$ cat config.mk
export PLATFORM = sky130hd
export DESIGN_NAME = json_string_unescape_top
export DESIGN_NICKNAME = d
export VERILOG_FILES = /design/src/jsu_pkg.sv /design/src/jsu_front.sv /design/src/jsu_fifo.sv /design/src/jsu_back.sv /design/src/json_string_unescape_top.sv
export SDC_FILE = /design/constraint.sdc
export NUM_CORES = 1
export LEC_CHECK = 0
export ABC_CLOCK_PERIOD_IN_PS = 6300
export BUFFER_PORTS_ARGS = -buffer_cell sky130_fd_sc_hd__clkbuf_2
export CORE_MARGIN = 2
export CORE_UTILIZATION = 35
export CTS_CLUSTER_SIZE = 10
export DETAILED_ROUTE_END_ITERATION = 16
export SETUP_SLACK_MARGIN = 0.3
export SYNTH_ARGS = -nofsm -noshare
export SYNTH_HDL_FRONTEND = slang
export SYNTH_SLANG_ARGS = --single-unit
$ cat constraint.sdc
create_clock -name clk -period 6.3 [get_ports clk]
set_input_delay 0.315 -clock clk [delete_from_list [all_inputs] [get_ports clk]]
set_output_delay 0.315 -clock clk [all_outputs]
set_load 0.05 [all_outputs]
$ cat src/jsu_pkg.sv
// Shared types, codes and UTF-8 helpers for the JSON string unescape block.
package jsu_pkg;

  localparam int QUEUE_DEPTH = 4;
  localparam int CP_W = 21;

  localparam logic [1:0] KIND_DATA  = 2'd0;
  localparam logic [1:0] KIND_CLOSE = 2'd1;
  localparam logic [1:0] KIND_ERR   = 2'd2;

  localparam logic [2:0] ERR_NONE    = 3'd0;
  localparam logic [2:0] ERR_CTRL    = 3'd1;
  localparam logic [2:0] ERR_ESC     = 3'd2;
  localparam logic [2:0] ERR_HEX     = 3'd3;
  localparam logic [2:0] ERR_END_ESC = 3'd4;
  localparam logic [2:0] ERR_END_HEX = 3'd5;
  localparam logic [2:0] ERR_UNTERM  = 3'd6;

  typedef enum logic [1:0] {
    TAIL_NONE  = 2'd0,
    TAIL_CLOSE = 2'd1,
    TAIL_ERR   = 2'd2
  } tail_t;

  typedef struct packed {
    logic            cp0_v;
    logic [CP_W-1:0] cp0;
    logic            cp1_v;
    logic            cp1_raw;
    logic [CP_W-1:0] cp1;
    tail_t           tail;
    logic [2:0]      code;
  } rec_t;

  function automatic logic [4:0] hex_digit(input logic [7:0] b);
    logic [4:0] r;
    r = 5'd0;
    if (b >= 8'h30 && b <= 8'h39) begin
      r = {1'b1, b[3:0]};
    end else if ((b >= 8'h61 && b <= 8'h66) || (b >= 8'h41 && b <= 8'h46)) begin
      r = {1'b1, b[3:0] + 4'd9};
    end
    return r;
  endfunction

  function automatic logic [8:0] esc_map(input logic [7:0] b);
    logic [8:0] r;
    unique case (b)
      8'h22:   r = {1'b1, 8'h22};
      8'h5C:   r = {1'b1, 8'h5C};
      8'h2F:   r = {1'b1, 8'h2F};
      8'h62:   r = {1'b1, 8'h08};
      8'h66:   r = {1'b1, 8'h0C};
      8'h6E:   r = {1'b1, 8'h0A};
      8'h72:   r = {1'b1, 8'h0D};
      8'h74:   r = {1'b1, 8'h09};
      default: r = 9'd0;
    endcase
    return r;
  endfunction

  function automatic logic [1:0] utf8_lenm1(input logic [CP_W-1:0] cp);
    logic [1:0] r;
    if (cp <= CP_W'(32'h7F)) begin
      r = 2'd0;
    end else if (cp <= CP_W'(32'h7FF)) begin
      r = 2'd1;
    end else if (cp <= CP_W'(32'hFFFF)) begin
      r = 2'd2;
    end else begin
      r = 2'd3;
    end
    return r;
  endfunction

  function automatic logic [7:0] utf8_byte(input logic [CP_W-1:0] cp,
                                           input logic [1:0] lenm1,
                                           input logic [1:0] idx);
    logic [7:0] r;
    r = 8'd0;
    case (lenm1)
      2'd0: r = cp[7:0];
      2'd1: begin
        case (idx)
          2'd0:    r = {3'b110, cp[10:6]};
          default: r = {2'b10, cp[5:0]};
        endcase
      end
      2'd2: begin
        case (idx)
          2'd0:    r = {4'b1110, cp[15:12]};
          2'd1:    r = {2'b10, cp[11:6]};
          default: r = {2'b10, cp[5:0]};
        endcase
      end
      default: begin
        case (idx)
          2'd0:    r = {5'b11110, cp[20:18]};
          2'd1:    r = {2'b10, cp[17:12]};
          2'd2:    r = {2'b10, cp[11:6]};
          default: r = {2'b10, cp[5:0]};
        endcase
      end
    endcase
    return r;
  endfunction

endpackage

$ cat src/jsu_front.sv
// Front end: accepts raw bytes, runs the escape scanner and builds result records.
module jsu_front (
  input  logic            clk,
  input  logic            rst_n,
  input  logic            push,
  input  logic [7:0]      in_byte,
  input  logic            in_new_string,
  input  logic            in_end_of_input,
  input  logic            q_full,
  output logic            q_wr,
  output jsu_pkg::rec_t   q_rec
);

  typedef enum logic [4:0] {
    M_BODY = 5'b00001,
    M_ESC  = 5'b00010,
    M_HEX  = 5'b00100,
    M_DONE = 5'b01000,
    M_FAIL = 5'b10000
  } mode_t;

  mode_t       mode_r, mode_nxt;
  logic [1:0]  cnt_r, cnt_nxt;
  logic [15:0] acc_r, acc_nxt;
  logic        bad_r, bad_nxt;
  logic [9:0]  held_r, held_nxt;
  logic        hv_r, hv_nxt;

  logic        accept;
  jsu_pkg::rec_t rec;

  always_comb begin
    mode_t       mode_c;
    logic [1:0]  cnt_c;
    logic [15:0] acc_c;
    logic        bad_c;
    logic [9:0]  held_c;
    logic        hv_c;
    logic [4:0]  hd;
    logic [8:0]  em;
    logic [15:0] acc_d;
    logic        bad_d;
    logic        fail_c;
    logic [2:0]  fcode;
    logic [jsu_pkg::CP_W-1:0] held_cp;

    mode_c = in_new_string ? M_BODY : mode_r;
    cnt_c  = in_new_string ? 2'd0 : cnt_r;
    acc_c  = in_new_string ? 16'd0 : acc_r;
    bad_c  = in_new_string ? 1'b0 : bad_r;
    held_c = in_new_string ? 10'd0 : held_r;
    hv_c   = in_new_string ? 1'b0 : hv_r;

    mode_nxt = mode_c;
    cnt_nxt  = cnt_c;
    acc_nxt  = acc_c;
    bad_nxt  = bad_c;
    held_nxt = held_c;
    hv_nxt   = hv_c;

    hd      = jsu_pkg::hex_digit(in_byte);
    em      = jsu_pkg::esc_map(in_byte);
    acc_d   = hd[4] ? {acc_c[11:0], hd[3:0]} : acc_c;
    bad_d   = bad_c | ~hd[4];
    held_cp = {5'b0, 6'b110110, held_c};
    fail_c  = 1'b0;
    fcode   = jsu_pkg::ERR_NONE;
    rec     = '0;

    unique case (mode_c)
      M_BODY: begin
        if (in_byte == 8'h22) begin
          rec.cp0_v = hv_c;
          rec.cp0   = held_cp;
          rec.tail  = jsu_pkg::TAIL_CLOSE;
          hv_nxt    = 1'b0;
          held_nxt  = 10'd0;
          mode_nxt  = M_DONE;
        end else if (in_byte < 8'h20) begin
          fail_c = 1'b1;
          fcode  = jsu_pkg::ERR_CTRL;
        end else if (in_byte == 8'h5C) begin
          mode_nxt = M_ESC;
        end else begin
          rec.cp0_v   = hv_c;
          rec.cp0     = held_cp;
          rec.cp1_v   = 1'b1;
          rec.cp1_raw = 1'b1;
          rec.cp1     = jsu_pkg::CP_W'(in_byte);
          hv_nxt      = 1'b0;
          held_nxt    = 10'd0;
        end
      end
      M_ESC: begin
        if (in_byte == 8'h75) begin
          mode_nxt = M_HEX;
          cnt_nxt  = 2'd0;
          acc_nxt  = 16'd0;
          bad_nxt  = 1'b0;
        end else if (!em[8]) begin
          fail_c = 1'b1;
          fcode  = jsu_pkg::ERR_ESC;
        end else begin
          rec.cp0_v = hv_c;
          rec.cp0   = held_cp;
          rec.cp1_v = 1'b1;
          rec.cp1   = jsu_pkg::CP_W'(em[7:0]);
          hv_nxt    = 1'b0;
          held_nxt  = 10'd0;
          mode_nxt  = M_BODY;
        end
      end
      M_HEX: begin
        acc_nxt = acc_d;
        bad_nxt = bad_d;
        if (cnt_c == 2'd3) begin
          mode_nxt = M_BODY;
          cnt_nxt  = 2'd0;
          if (bad_d) begin
            fail_c = 1'b1;
            fcode  = jsu_pkg::ERR_HEX;
          end else if (hv_c && acc_d >= 16'hDC00 && acc_d <= 16'hDFFF) begin
            rec.cp1_v = 1'b1;
            rec.cp1   = jsu_pkg::CP_W'(21'h10000) + {1'b0, held_c, acc_d[9:0]};
            hv_nxt    = 1'b0;
            held_nxt  = 10'd0;
          end else begin
            rec.cp0_v = hv_c;
            rec.cp0   = held_cp;
            if (acc_d >= 16'hD800 && acc_d <= 16'hDBFF) begin
              held_nxt = acc_d[9:0];
              hv_nxt   = 1'b1;
            end else begin
              rec.cp1_v = 1'b1;
              rec.cp1   = jsu_pkg::CP_W'(acc_d);
              hv_nxt    = 1'b0;
              held_nxt  = 10'd0;
            end
          end
        end else begin
          cnt_nxt = cnt_c + 2'd1;
        end
      end
      M_DONE, M_FAIL: begin
      end
      default: begin
      end
    endcase

    if (!fail_c && in_end_of_input &&
        (mode_nxt == M_BODY || mode_nxt == M_ESC || mode_nxt == M_HEX)) begin
      fail_c = 1'b1;
      if (mode_nxt == M_ESC) begin
        fcode = jsu_pkg::ERR_END_ESC;
      end else if (mode_nxt == M_HEX) begin
        fcode = jsu_pkg::ERR_END_HEX;
      end else begin
        fcode = jsu_pkg::ERR_UNTERM;
      end
    end

    if (fail_c) begin
      rec      = '0;
      rec.tail = jsu_pkg::TAIL_ERR;
      rec.code = fcode;
      hv_nxt   = 1'b0;
      held_nxt = 10'd0;
      mode_nxt = M_FAIL;
    end
  end

  assign accept = push & ~q_full;
  assign q_rec  = rec;
  assign q_wr   = accept & (rec.cp0_v | rec.cp1_v | (rec.tail != jsu_pkg::TAIL_NONE));

  always_ff @(posedge clk) begin
    if (!rst_n) begin
      mode_r <= M_BODY;
      cnt_r  <= 2'd0;
      acc_r  <= 16'd0;
      bad_r  <= 1'b0;
      held_r <= 10'd0;
      hv_r   <= 1'b0;
    end else if (accept) begin
      mode_r <= mode_nxt;
      cnt_r  <= cnt_nxt;
      acc_r  <= acc_nxt;
      bad_r  <= bad_nxt;
      held_r <= held_nxt;
      hv_r   <= hv_nxt;
    end
  end

endmodule

$ cat src/jsu_fifo.sv
// Short record queue between the front end and the byte emitter.
module jsu_fifo #(
  parameter int DEPTH = jsu_pkg::QUEUE_DEPTH
) (
  input  logic          clk,
  input  logic          rst_n,
  input  logic          wr_en,
  input  jsu_pkg::rec_t wr_data,
  input  logic          rd_en,
  output jsu_pkg::rec_t rd_data,
  output logic          nonempty,
  output logic          full
);

  localparam int PW = (DEPTH > 1) ? $clog2(DEPTH) : 1;
  localparam int CW = $clog2(DEPTH + 1);

  jsu_pkg::rec_t slots_r [DEPTH];
  logic [PW-1:0] wp_r, rp_r;
  logic [CW-1:0] count_r;

  assign rd_data  = slots_r[rp_r];
  assign nonempty = (count_r != '0);
  assign full     = (count_r == CW'(DEPTH));

  always_ff @(posedge clk) begin
    if (wr_en) begin
      slots_r[wp_r] <= wr_data;
    end
  end

  always_ff @(posedge clk) begin
    if (!rst_n) begin
      wp_r    <= '0;
      rp_r    <= '0;
      count_r <= '0;
    end else begin
      if (wr_en) begin
        wp_r <= (wp_r == PW'(DEPTH - 1)) ? '0 : wp_r + PW'(1);
      end
      if (rd_en) begin
        rp_r <= (rp_r == PW'(DEPTH - 1)) ? '0 : rp_r + PW'(1);
      end
      if (wr_en && !rd_en) begin
        count_r <= count_r + CW'(1);
      end else if (rd_en && !wr_en) begin
        count_r <= count_r - CW'(1);
      end
    end
  end

`ifndef SYNTH
  a_no_overflow: assert property (@(posedge clk) disable iff (!rst_n)
    wr_en |-> !full) else $error("queue written while full");
  a_no_underflow: assert property (@(posedge clk) disable iff (!rst_n)
    rd_en |-> nonempty) else $error("queue read while empty");
  a_count_range: assert property (@(posedge clk) disable iff (!rst_n)
    count_r <= CW'(DEPTH)) else $error("queue count out of range");
`endif

endmodule

$ cat src/jsu_back.sv
// Back end: expands queued records into UTF-8 data, close and error words.
module jsu_back (
  input  logic          clk,
  input  logic          rst_n,
  input  jsu_pkg::rec_t q_rec,
  input  logic          q_nonempty,
  output logic          q_pop,
  input  logic          pop,
  output logic          empty,
  output logic [7:0]    out_byte,
  output logic [1:0]    out_kind,
  output logic [2:0]    out_error_code,
  output logic          out_last
);

  typedef enum logic [2:0] {
    SEG_CP0  = 3'b001,
    SEG_CP1  = 3'b010,
    SEG_TAIL = 3'b100
  } seg_t;

  seg_t       seg_r, seg_nxt, cur_seg;
  logic [1:0] idx_r, idx_nxt;
  logic       out_v_r;
  logic [7:0] byte_r;
  logic [1:0] kind_r;
  logic [2:0] code_r;
  logic       last_r;

  logic [jsu_pkg::CP_W-1:0] cur_cp;
  logic [1:0] lenm1;
  logic       seg_done, rec_done, step;
  logic [7:0] w_byte;
  logic [1:0] w_kind;
  logic [2:0] w_code;

  always_comb begin
    if (seg_r == SEG_CP0 && q_rec.cp0_v) begin
      cur_seg = SEG_CP0;
    end else if (seg_r != SEG_TAIL && q_rec.cp1_v) begin
      cur_seg = SEG_CP1;
    end else begin
      cur_seg = SEG_TAIL;
    end
  end

  // pass raw body bytes through as one word
  assign cur_cp   = (cur_seg == SEG_CP0) ? q_rec.cp0 : q_rec.cp1;
  assign lenm1    = (cur_seg == SEG_CP1 && q_rec.cp1_raw) ? 2'd0 :
                    jsu_pkg::utf8_lenm1(cur_cp);
  assign seg_done = (cur_seg == SEG_TAIL) || (idx_r == lenm1);
  assign rec_done = seg_done && ((cur_seg == SEG_TAIL) ||
                    ((q_rec.tail == jsu_pkg::TAIL_NONE) &&
                     ((cur_seg == SEG_CP1) || !q_rec.cp1_v)));
  assign step     = q_nonempty && (!out_v_r || pop);
  assign q_pop    = step && rec_done;

  always_comb begin
    w_byte = 8'd0;
    w_kind = jsu_pkg::KIND_DATA;
    w_code = jsu_pkg::ERR_NONE;
    if (cur_seg == SEG_TAIL) begin
      case (q_rec.tail)
        jsu_pkg::TAIL_CLOSE: w_kind = jsu_pkg::KIND_CLOSE;
        default: begin
          w_kind = jsu_pkg::KIND_ERR;
          w_code = q_rec.code;
        end
      endcase
    end else begin
      w_byte = jsu_pkg::utf8_byte(cur_cp, lenm1, idx_r);
    end
  end

  always_comb begin
    seg_nxt = seg_r;
    idx_nxt = idx_r;
    if (step) begin
      if (rec_done) begin
        seg_nxt = SEG_CP0;
        idx_nxt = 2'd0;
      end else if (seg_done) begin
        seg_nxt = (cur_seg == SEG_CP0) ? SEG_CP1 : SEG_TAIL;
        idx_nxt = 2'd0;
      end else begin
        seg_nxt = cur_seg;
        idx_nxt = idx_r + 2'd1;
      end
    end
  end

  always_ff @(posedge clk) begin
    if (!rst_n) begin
      seg_r   <= SEG_CP0;
      idx_r   <= 2'd0;
      out_v_r <= 1'b0;
    end else begin
      seg_r <= seg_nxt;
      idx_r <= idx_nxt;
      if (step) begin
        out_v_r <= 1'b1;
      end else if (pop) begin
        out_v_r <= 1'b0;
      end
    end
  end

  always_ff @(posedge clk) begin
    if (step) begin
      byte_r <= w_byte;
      kind_r <= w_kind;
      code_r <= w_code;
      last_r <= rec_done;
    end
  end

  assign empty          = ~out_v_r;
  assign out_byte       = byte_r;
  assign out_kind       = kind_r;
  assign out_error_code = code_r;
  assign out_last       = last_r;

`ifndef SYNTH
  a_term_is_last: assert property (@(posedge clk) disable iff (!rst_n)
    out_v_r && kind_r != jsu_pkg::KIND_DATA |-> last_r)
    else $error("close or error word not marked last");
  a_code_only_err: assert property (@(posedge clk) disable iff (!rst_n)
    out_v_r && kind_r != jsu_pkg::KIND_ERR |-> code_r == jsu_pkg::ERR_NONE)
    else $error("error code on a non-error word");
  a_term_zero_byte: assert property (@(posedge clk) disable iff (!rst_n)
    out_v_r && kind_r != jsu_pkg::KIND_DATA |-> byte_r == 8'd0)
    else $error("nonzero byte on close or error word");
`endif

endmodule

$ cat src/json_string_unescape_top.sv
// Top level of the JSON string unescape block.
// Takes the body bytes of a JSON string (after the opening quote) one per cycle and
// returns decoded UTF-8 bytes, a close word on the closing quote, or one error word;
// out_last marks the final word caused by an input byte. A byte is taken every cycle
// while the record queue has room; the emitter hands out one result word per cycle
// while the receiver pops, so a byte gives one word on plain text and up to six words
// when it completes a surrogate pair or flushes a lone surrogate. Bytes that give no
// result (a backslash, hex digits before the fourth) write no record and use no output
// word. A byte's words pass through the record queue and then the output register.
module json_string_unescape_top #(
  parameter int QUEUE_DEPTH = jsu_pkg::QUEUE_DEPTH
) (
  input  logic       clk,
  input  logic       rst_n,
  input  logic       push,
  output logic       full,
  input  logic [7:0] in_byte,
  input  logic       in_new_string,
  input  logic       in_end_of_input,
  output logic       empty,
  input  logic       pop,
  output logic [7:0] out_byte,
  output logic [1:0] out_kind,
  output logic [2:0] out_error_code,
  output logic       out_last
);

  jsu_pkg::rec_t wr_rec, rd_rec;
  logic          q_wr, q_rd, q_nonempty, q_full;

  assign full = q_full;

  jsu_front u_front (
    .clk             (clk),
    .rst_n           (rst_n),
    .push            (push),
    .in_byte         (in_byte),
    .in_new_string   (in_new_string),
    .in_end_of_input (in_end_of_input),
    .q_full          (q_full),
    .q_wr            (q_wr),
    .q_rec           (wr_rec)
  );

  jsu_fifo #(
    .DEPTH (QUEUE_DEPTH)
  ) u_fifo (
    .clk      (clk),
    .rst_n    (rst_n),
    .wr_en    (q_wr),
    .wr_data  (wr_rec),
    .rd_en    (q_rd),
    .rd_data  (rd_rec),
    .nonempty (q_nonempty),
    .full     (q_full)
  );

  jsu_back u_back (
    .clk            (clk),
    .rst_n          (rst_n),
    .q_rec          (rd_rec),
    .q_nonempty     (q_nonempty),
    .q_pop          (q_rd),
    .pop            (pop),
    .empty          (empty),
    .out_byte       (out_byte),
    .out_kind       (out_kind),
    .out_error_code (out_error_code),
    .out_last       (out_last)
  );

endmodule

==> flow_summary.json, run 1 <==
{
  "drt_iter0_markers": 700,
  "seq_power_share_pct": 39.2,
  "cts_setup_buffers": 0,
  "arrival_ns": 5.21,
  "peakVddDrop_mv": 0.1866,
  "synth_edf_count": 174,
  "fp.dieH_microns": 180.6,
  "hold_path_end": "u_back.out_v_r$_SDFFE_PN0P_",
  "yosys.area.top_type": "edfxtp_1",
  "coreArea_sq_um": 30670,
  "postRouteAntennaNets": 0,
  "dp.final_hpwl_mm": 18.22,
  "hp-start": "pop",
  "num-fill-cells": 2881,
  "fp.dieW_microns": 180.6,
  "cts_max_level": 1,
  "rows": 64,
  "netlist_instances": 860,
  "rr_endpoint": "u_fifo.count_r[2]$_SDFFE_PN0P_",
  "viasPerCell": 5.532,
  "dieArea_sq_um": 32620,
  "gp_congestion": 0.8695,
  "p_sw_share_pct": 34.55,
  "area_growth_pct": 12.01,
  "pwr-share-comb_pct": 34.1,
  "cts_inserted_buffers": 26,
  "hp-class": "in2reg",
  "syn-cell-area_sq_um": 10920,
  "antenna_found_initial": 0,
  "relSlewSlack_pct": 44.55,
  "final_nets": 927,
  "synth_cell_types": 89,
  "avgSynthCellArea_sq_um": 12.69,
  "wirelength_mm": 25.87,
  "p_sw_mw": 1.719,
  "cts-hold-fix-buffers": 0,
  "ctsLongestPathBuffers": 3,
  "ys_warn_count": 0,
  "status": "finished, final reports clean",
  "worst-r2r-cell-count": 16,
  "holdPathStages": 4,
  "port_buffers": 29,
  "setup-tns-final_ns": 0,
  "worst_pin_slew_ns": 0.8254,
  "setup_violations": 0,
  "ys.flop_type": "edfxtp_1",
  "diodes": 0,
  "hold_slack_ns": 0.08477,
  "drt-pass1-iter-count": 5,
  "synth_fp_nets": 896,
  "critPathRequiredTime_ns": 6.76,
  "route.vias.total": 7230,
  "cts_resized": 0,
  "p_leak_nw": 4.111,
  "boundaryPins": 30,
  "final.setup_skew_ns": 0.02072,
  "clock-sinks": 224,
  "routedWlPerCell_microns": 19.79,
  "startpoint_type": "flip-flop",
  "rsz0062_at_grt": "no",
  "fmax_mhz": 210.3,
  "period_minus_slack_ns": 4.755,
  "layout-drive-gt1-share_pct": 14.16,
  "p_clk_share_pct": 26.7,
  "grt_pass1_wl_mm": 40.49,
  "track_usage_pct": 15.64,
  "ys_async_sr_fraction_pct": 0,
  "ff2ff_setup_slack_ns": 1.55,
  "yosysSeqAreaShare_pct": 57.03,
  "start_util_pct": 35.59,
  "critPathMaxFanout": 23,
  "cts_tree": "built",
  "finalCritPeriodShare_pct": 75.47,
  "ys_ff_latch": 224,
  "power.density_nw_per_um2": 406.8,
  "root_buffer": "clkbuf_16",
  "yosysTopAreaCellShare_pct": 47.86,
  "maxSlewViolCount": 0,
  "max_cap_violations": 0,
  "clk_latency_ns": 0.53,
  "synth.area.top_cells": "edfxtp_1, dfxtp_1, mux4_2",
  "grt_start_max_net_pins": 44,
  "critPathKind": "reg2reg",
  "grt_pass1_vias": 6862,
  "endpoint_kind": "flip-flop",
  "p_int_mw": 3.255,
  "grt_overflow": 0,
  "clk_pin_slew_ns": 0.06,
  "finalHoldViolCount": 0,
  "drc_errors": 0
}
## layer usage
metal	routed length, microns	GRT usage [%]	part of all wire, %	vias up
li1	-	-	-	3398
met1	11990	23.02	46	3563
met2	11650	23.42	45	226
met3	1551	2.930	6.0	43
met4	672	4.806	2.6	0
met5	0	0	0	-
## logic make-up after synthesis
group / Yosys count / synth area share [%]
fa+ha+maj: 22 / 2.590
simple gates: 299 / 13.90
compound gates: 177 / 12.32
buf+inv: 69 / 2.785
xor+xnor: 10 / 0.8023
flops: 224 / 57.03
mux: 59 / 10.57
## placed cells by master (no fill, tap or decap), types with 21 or more instances in the layout
master and n:
nor2_1 54, mux4_2 24, nand2_1 92, a21oi_1 23, nor2b_1 37, clkbuf_16 26
nand3_1 25, ha_1 21, inv_1 25, edfxtp_1 174, clkbuf_1 21, a22oi_1 22
dfxtp_1 48, o21ai_0 24, clkbuf_2 29
## cells in the mapped netlist, types with 22 or more instances
cell,count
edfxtp_1,174
nand2_1,92
nor2_1,54
dfxtp_1,50
nor2b_1,37
inv_1,25
nand3_1,25
clkbuf_1,24
mux4_2,24
o21ai_0,24
a21oi_1,23
a22oi_1,22
## metrics by stage
| step | util (%) | std cells | cell area, sq um | setup WS [ns] | total power [mW] |
|---|---|---|---|---|---|
| 2_1_floorplan | - | 860 | 10920 | 2.197 | 3.259 |
| 3_3_place_gp | 37.44 | 1259 | 11480 | 1.556 | 3.679 |
| 3_5_place_dp | 37.44 | 1259 | 11480 | 1.484 | 3.686 |
| 4_1_cts | 39.87 | 1307 | 12230 | 1.473 | 5.025 |
| 5_1_grt | 39.87 | 1307 | 12230 | 1.248 | 5.249 |
| 6_report | 39.87 | 1307 | 12230 | 1.545 | 4.974 |
## state kept, by name, indices dropped and copies added, names as in the netlist, 3 cells and up, named ones only
name                   cells
u_fifo.count_r             3
u_back.out_byte            8
u_fifo.slots_r           160
u_back.out_error_code      3
u_front.acc_r             16
u_back.seg_r               3
u_front.held_r            10
u_front.mode_r             5
## worst max-delay path by stage
stage | cells past startpoint | slack [ns] | end
3_5_place_dp | 16 | 1.48 | u_fifo.count_r[2]$_SDFFE_PN0P_
4_1_cts | 16 | 1.47 | u_fifo.count_r[2]$_SDFFE_PN0P_
6_report | 16 | 1.55 | u_fifo.count_r[2]$_SDFFE_PN0P_
3_3_place_gp | 16 | 1.56 | u_fifo.count_r[2]$_SDFFE_PN0P_
2_1_floorplan | 13 | 2.20 | u_fifo.slots_r[3][0]$_DFFE_PP_
5_1_grt | 16 | 1.25 | u_fifo.count_r[2]$_SDFFE_PN0P_
## cell type report
cell class / count / area (sq um) / area share, %
multi-input cells: 567 / 4392 / 35.92
flip-flops and latches: 224 / 6228 / 50.94
clock buffers: 47 / 729.5 / 5.965
clock inverters: 1 / 16.27 / 0.1330
well taps: 396 / 495.5 / 4.052
inverters: 27 / 101.3 / 0.8288
repair buffers: 45 / 265.3 / 2.169
## critical path: stages, from the launching register on
cell,delay [ns]
dfxtp_2,0.80
buf_4,0.33
mux4_1,0.59
or2_1,0.26
nand4bb_1,0.23
mux2_2,0.33
and2_1,0.22
xnor2_1,0.14
a31o_2,0.27
and2_2,0.22
inv_1,0.06
ha_1,0.16
inv_1,0.06
fa_1,0.37
xor2_1,0.18
or3_1,0.30
a21boi_0,0.16
## power by group through the flow
stage	registers (mW)	clock network, mW	logic, mW
after floorplan	2.10	0	1.16
after global placement	1.98	0	1.70
after detailed placement	1.99	0	1.70
after CTS	1.96	1.36	1.70
after global routing	1.98	1.42	1.85
final	1.95	1.33	1.69
Note: power is estimated with default switching activity, not from simulation.
==> run 2: changes to the inputs <==
Settings changed: ABC_CLOCK_PERIOD_IN_PS 6300 to 4700.
Clock period 6.3 ns to 4.7 ns, I/O delays scaled along.
==> run 2 against run 1 <==
Worst hold slack improved by 0.14 ns. Routed wire length grew 0.86%. Sequential cell count unchanged. Clock power grew 36%. Critical path depth rose by 1. Sequential power rose by 32%. Global-route usage fell by 0.17 points. Clock skew shrank 0.00055 ns. Sequential share of layout area fell by 0.65 points. Die area unchanged. Clock-buffer cell count decreased by 1. Combinational power increased by 41%. Critical endpoint unchanged.
==> flow_summary.json, run 2 (synthesized netlist as in run 1, its figures left out) <==
{
  "finalCritPeriodShare_pct": 89.04,
  "power.density_nw_per_um2": 546.6,
  "ff2ff_setup_slack_ns": 0.52,
  "final_cell_mix": "edfxtp_1, nand2_1, nor2_1, dfxtp_1, nor2b_1",
  "ctsLongestPathBuffers": 3,
  "setup-tns-final_ns": 0,
  "grt_pass1_vias": 6852,
  "slowest_delay_ns": 0.61,
  "final_common_cell": "edfxtp_1",
  "fp.dieW_microns": 180.6,
  "critPathMaxFanout": 7,
  "period_minus_slack_ns": 4.185,
  "layout-drive-gt1-share_pct": 15.82,
  "diodes": 0,
  "finalWorstSetupSlack_ns": 0.5150,
  "route.vias.total": 7329,
  "hp-class": "in2reg",
  "rows": 64,
  "gp_congestion": 0.9165,
  "dieArea_sq_um": 32620,
  "dpl_worst_slack_ns": 0.2685,
  "critPathRequiredTime_ns": 5.16,
  "root_buffer": "clkbuf_16",
  "grt_start_max_net_pins": 49,
  "antenna_found_initial": 0,
  "relSlewSlack_pct": 45.17,
  "endpoint_kind": "flip-flop",
  "rsz0062_at_grt": "no",
  "drt-pass1-iter-count": 5,
  "cts_max_level": 1,
  "start_util_pct": 35.59,
  "coreArea_sq_um": 30670,
  "rr_endpoint": "u_fifo.count_r[2]$_SDFFE_PN0P_",
  "p_leak_nw": 4.190,
  "reg.largest.list": "u_fifo.slots_r x160, u_front.acc_r x16, u_front.held_r x10",
  "hold_path_end": "u_front.mode_r[3]$_SDFFE_PN0P_",
  "dp.final_hpwl_mm": 17.82,
  "port_buffers": 29,
  "grt_pass1_wl_mm": 40.23,
  "cts_inserted_buffers": 26,
  "grt_overflow": 0,
  "maxSlewViolCount": 0,
  "regMostFlops": "u_fifo.slots_r",
  "setup_violations": 0,
  "boundaryPins": 30,
  "status": "finished, final reports clean",
  "clock-sinks": 224,
  "cp_slowest_cell": "mux4_1",
  "viasPerCell": 5.556,
  "cp_cell_sequence": "buf_4 > buf_4 > mux4_1 > nor2_2 > nand4bb_1 > mux2_2 > and2_1 > xnor2_1 > a31o_2 > and2_2 > inv_1 > ha_1 > inv_1 > fa_1 > xor2_1 > or3_1 > a21boi_0",
  "track_usage_pct": 15.47,
  "critPathKind": "reg2reg",
  "clk_latency_ns": 0.54,
  "postRouteAntennaNets": 0,
  "hp-start": "in_new_string",
  "final_nets": 939,
  "wirelength_mm": 26.09,
  "holdPathStages": 4,
  "startpoint_type": "flip-flop",
  "area_growth_pct": 13.51,
  "peakVddDrop_mv": 0.3445,
  "fmax_mhz": 239.0,
  "cts_tree": "built",
  "final.setup_skew_ns": 0.02017,
  "drt_iter0_markers": 751,
  "hold_slack_ns": 0.2228,
  "clk_pin_slew_ns": 0.06,
  "arrival_ns": 4.64,
  "fp.dieH_microns": 180.6,
  "drc_errors": 0,
  "finalHoldViolCount": 0,
  "largest_reg_flops": 160,
  "max_cap_violations": 0,
  "worst_pin_slew_ns": 0.8224,
  "worst-r2r-cell-count": 17,
  "routedWlPerCell_microns": 19.78
}
-- run 2: worst max path at each step --
stage,start,endpoint,slack [ns],cells past startpoint
after CTS,flip-flop,u_fifo.count_r[2]$_SDFFE_PN0P_,0.39,15
final,flip-flop,u_fifo.count_r[2]$_SDFFE_PN0P_,0.52,17
after global placement,flip-flop,u_fifo.count_r[2]$_SDFFE_PN0P_,0.37,15
after floorplan,in_new_string,u_fifo.slots_r[3][0]$_DFFE_PP_,0.68,13
after detailed placement,flip-flop,u_fifo.count_r[2]$_SDFFE_PN0P_,0.27,15
after global routing,flip-flop,u_fifo.count_r[2]$_SDFFE_PN0P_,0.31,17
-- run 2: per-stage QoR --
step	cell area, sq um	util, %	cells	total power, mW
final	12390	40.40	1319	6.774
after detailed placement	11590	37.80	1267	4.967
after global routing	12390	40.40	1319	7.124
after global placement	11590	37.80	1267	4.959
after CTS	12360	40.30	1316	6.792
after floorplan	10920	-	860	4.368
-- run 2: area by class of cell --
cell class / instances / area, sq um
inverters: 27 / 101.3
multi-input cells: 567 / 4397
fillers: 2863 / 18280
clock inverters: 2 / 20.02
well taps: 396 / 495.5
flip-flops and latches: 224 / 6231
clock buffers: 46 / 735.7
repair buffers: 57 / 411.6
-- run 2: critical path: cells and delay by family, from the launching register on --
kind	cells	cell delay [ns]
mux	2	0.93
compound gates	2	0.42
fa+ha+maj	2	0.55
xor+xnor	2	0.31
simple gates	5	1.03
buf+inv	4	0.46
flops	1	0.40
-- run 2: timing repair --
item | in CTS | in global routing
endpoints found under the setup margin | 1 | 1
endpoints found under the hold margin | 1 | 0
pin swaps | 0 | 1
resized for setup | 1 | 7
hold buffers | 1 | 0
setup buffers | 0 | 3
-- run 2: layer usage --
layer | vias to the layer above | wire (microns) | GRT usage, %
met5 | - | 0 | 0
met4 | 0 | 764 | 4.645
met3 | 58 | 1298 | 2.425
met2 | 222 | 11900 | 24.26
met1 | 3640 | 12120 | 22.19
li1 | 3409 | - | -
-- run 2: power breakdown --
group | internal (mW) | switching, mW | total [mW]
Clock | 1.05 | 0.764 | 1.81
Combinational | 0.895 | 1.49 | 2.38
Sequential | 2.48 | 0.101 | 2.58
Total | 4.42 | 2.35 | 6.77
==> run 3: changes to the inputs <==
Settings changed: ABC_AREA set to 1.
==> run 3 against run 2 <==
Sequential cell count did not move. Clock-buffer cell count down 4. Clock skew fell by 0.0016 ns. Non-clock buffer count is 7 lower. Power rose by 13%. Worst hold slack lost 0.15 ns. Register-to-register slack better by 0.39 ns. Routed wire length grew 15%. Critical path depth is 4 higher. Core utilization fell by 0.58 points. Fmax is 10% higher. Largest power group is now combinational cells.
==> flow_summary.json, run 3 <==
{
  "yosysTopAreaCellShare_pct": 45.90,
  "peakVddDrop_mv": 0.2980,
  "critPathRequiredTime_ns": 5.12,
  "synth_xor_area_share_pct": 0.2308,
  "ys_warn_count": 0,
  "area_growth_pct": 12.97,
  "final.setup_skew_ns": 0.01854,
  "startpoint_type": "flip-flop",
  "yosysSeqAreaShare_pct": 54.69,
  "start_util_pct": 35.26,
  "boundaryPins": 30,
  "setup_violations": 0,
  "route.vias.total": 9196,
  "num-fill-cells": 3184,
  "synth_fp_nets": 1342,
  "worst_pin_slew_ns": 0.9584,
  "regMostFlops": "u_fifo.slots_r",
  "ys_ff_latch": 224,
  "yosysMostFrequentCell": "nand2_1",
  "cts_resized": 0,
  "grt_pass1_wl_mm": 47.27,
  "avgSynthCellArea_sq_um": 8.716,
  "final_cell_mix": "nand2_1, edfxtp_1, nor2_1, inv_1, o21ai_0",
  "cts_setup_buffers": 0,
  "reg.largest.list": "u_fifo.slots_r x160, u_front.acc_r x16, u_front.held_r x10",
  "arrival_ns": 4.22,
  "track_usage_pct": 17.70,
  "synth.area.top_cells": "edfxtp_1, nand2_1, dfxtp_1",
  "synthMuxAreaShare_pct": 0.08793,
  "setup-tns-final_ns": 0,
  "finalCritPeriodShare_pct": 80.79,
  "routedWlPerCell_microns": 16.80,
  "cp_slowest_cell": "buf_4",
  "holdPathStages": 4,
  "cts_inserted_buffers": 28,
  "critical_path_buf_inv_count": 3,
  "synthSimpleGateAreaFrac_pct": 21.15,
  "period_minus_slack_ns": 3.797,
  "synth_compound_area_share_pct": 14.39,
  "dieArea_sq_um": 33980,
  "worst-r2r-cell-count": 21,
  "syn-cell-area_sq_um": 11380,
  "yosys-top-cells-count": "nand2_1, edfxtp_1, nor2_1, inv_1, o21ai_0",
  "power.density_nw_per_um2": 593.1,
  "synth_fa_ha_area_share_pct": 2.484,
  "clk_pin_slew_ns": 0.05,
  "postLayoutCoreUtil_pct": 39.83,
  "viasPerCell": 5.158,
  "gp_congestion": 0.8930,
  "fp.dieW_microns": 184.3,
  "drc_errors": 0,
  "cp_cell_sequence": "buf_4 > buf_4 > o21ai_0 > o22ai_1 > nand2_1 > nand3_1 > nor2_1 > nand2_1 > nand3_1 > nand2_1 > nand2_1 > nand3_1 > nand2_2 > nand2_1 > ha_1 > inv_1 > fa_1 > a21oi_1 > o21ai_0 > o21ai_0 > a21oi_1",
  "ys_async_sr_fraction_pct": 0,
  "final_common_cell": "nand2_1",
  "cts_max_level": 1,
  "critPathKind": "reg2reg",
  "slowest_delay_ns": 0.51,
  "status": "finished, final reports clean",
  "netlist_instances": 1306,
  "maxSlewViolCount": 0,
  "placed_area_sq_um": 12020,
  "final_nets": 1361,
  "path_common_cell": "nand2_1",
  "yosys.area.top_type": "edfxtp_1",
  "cts_tree": "built",
  "drt_iter0_markers": 838,
  "synth_top_family_by_area": "simple AND/OR/NAND/NOR gates",
  "synth_cell_types": 48,
  "rows": 66,
  "hp-class": "in2reg",
  "grt_start_max_net_pins": 55,
  "wirelength_mm": 29.95,
  "finalHoldViolCount": 0,
  "cp_top_family": "simple AND/OR/NAND/NOR gates",
  "max_cap_violations": 0,
  "cts-hold-fix-buffers": 0,
  "stdcell_area_sq_um": 12860,
  "endpoint_kind": "flip-flop",
  "ys.flop_type": "edfxtp_1",
  "dp.final_hpwl_mm": 20.50,
  "clock-sinks": 224,
  "ctsLongestPathBuffers": 3,
  "port_buffers": 29,
  "cp.depth": 21,
  "fmax_mhz": 263.3,
  "antenna_found_initial": 0,
  "postRouteAntennaNets": 0,
  "rsz0062_at_grt": "no",
  "p_leak_nw": 5.102,
  "largest_reg_flops": 160,
  "critPathMaxFanout": 54,
  "root_buffer": "clkbuf_16",
  "layout-drive-gt1-share_pct": 9.396,
  "fp.dieH_microns": 184.3,
  "diodes": 0,
  "grt_overflow": 0,
  "synth_edf_count": 174,
  "grt_pass1_vias": 8641,
  "relSlewSlack_pct": 35.71,
  "coreArea_sq_um": 32290,
  "drt-pass1-iter-count": 6,
  "clk_latency_ns": 0.54
}
run 3: cell types whose count changed after synthesis, sizes merged, moves of 40 or more:
cell,change
a21oi,+60
inv,+111
mux4,-40
nand2,+225
nand3,+63
nor2,+96
o21ai,+81
run 3: worst paths after layout:
kind,startpoint,to,slack (ns)
worst min-delay path,pop,u_back.out_v_r$_SDFFE_PN0P_,0.08
worst min register to register,u_front.held_r[8]$_SDFFE_PN0P_,u_front.held_r[8]$_SDFFE_PN0P_,0.47
worst max-delay path,flip-flop,u_fifo.count_r[2]$_SDFFE_PN0P_,0.90
worst max register to register,flip-flop,u_fifo.count_r[2]$_SDFFE_PN0P_,0.90
run 3: kinds of logic after synthesis:
family / count (synthesis)
simple gates: 577
compound gates: 279
flops: 224
buf+inv: 200
fa+ha+maj: 22
xor+xnor: 3
mux: 1
run 3: report_power, final:
part | switching [mW] | total (mW) | internal (mW)
registers | 0.0928 | 2.62 | 2.52
clock network | 0.787 | 1.97 | 1.18
logic | 2.20 | 3.04 | 0.842
run 3: worst min-delay path, delay by kind of cell:
kind | cells | cell delay, ns
AOI/OAI and AO/OA | 1 | 0.15
buffers and inverters | 2 | 0.13
and+or+nand+nor | 1 | 0.05
run 3: per-layer routing:
layer  track usage [%]  vias to the layer above  share of wire (%)
met5                 0                        -                  0
met1             25.13                     4322                 47
met3             2.746                       66                6.2
li1                  -                     4509                  -
met4             5.472                        0                2.8
met2             27.80                      299                 44
run 3: final cells by class:
cell class | count | area [sq um] | share of cell area (%)
Sequential cell | 224 | 6227 | 48.42
Multi-Input combinational cell | 882 | 4404 | 34.25
Tap cell | 442 | 553.0 | 4.300
Timing Repair Buffer | 50 | 315.3 | 2.452
Clock inverter | 4 | 20.02 | 0.1557
Clock buffer | 42 | 815.8 | 6.344
Inverter | 139 | 524.3 | 4.077
run 3: stage by stage:
stage	hold slack (ns)	std cells	total power, mW	setup WS, ns
6_report	0.07620	1783	7.627	0.9027
5_1_grt	0.1241	1783	8.146	0.4954
4_1_cts	0.05194	1783	7.659	0.9055
3_5_place_dp	0.4559	1737	5.680	0.6116
3_3_place_gp	0.4519	1737	5.671	0.6068
2_1_floorplan	0.3733	1306	4.857	0.1489
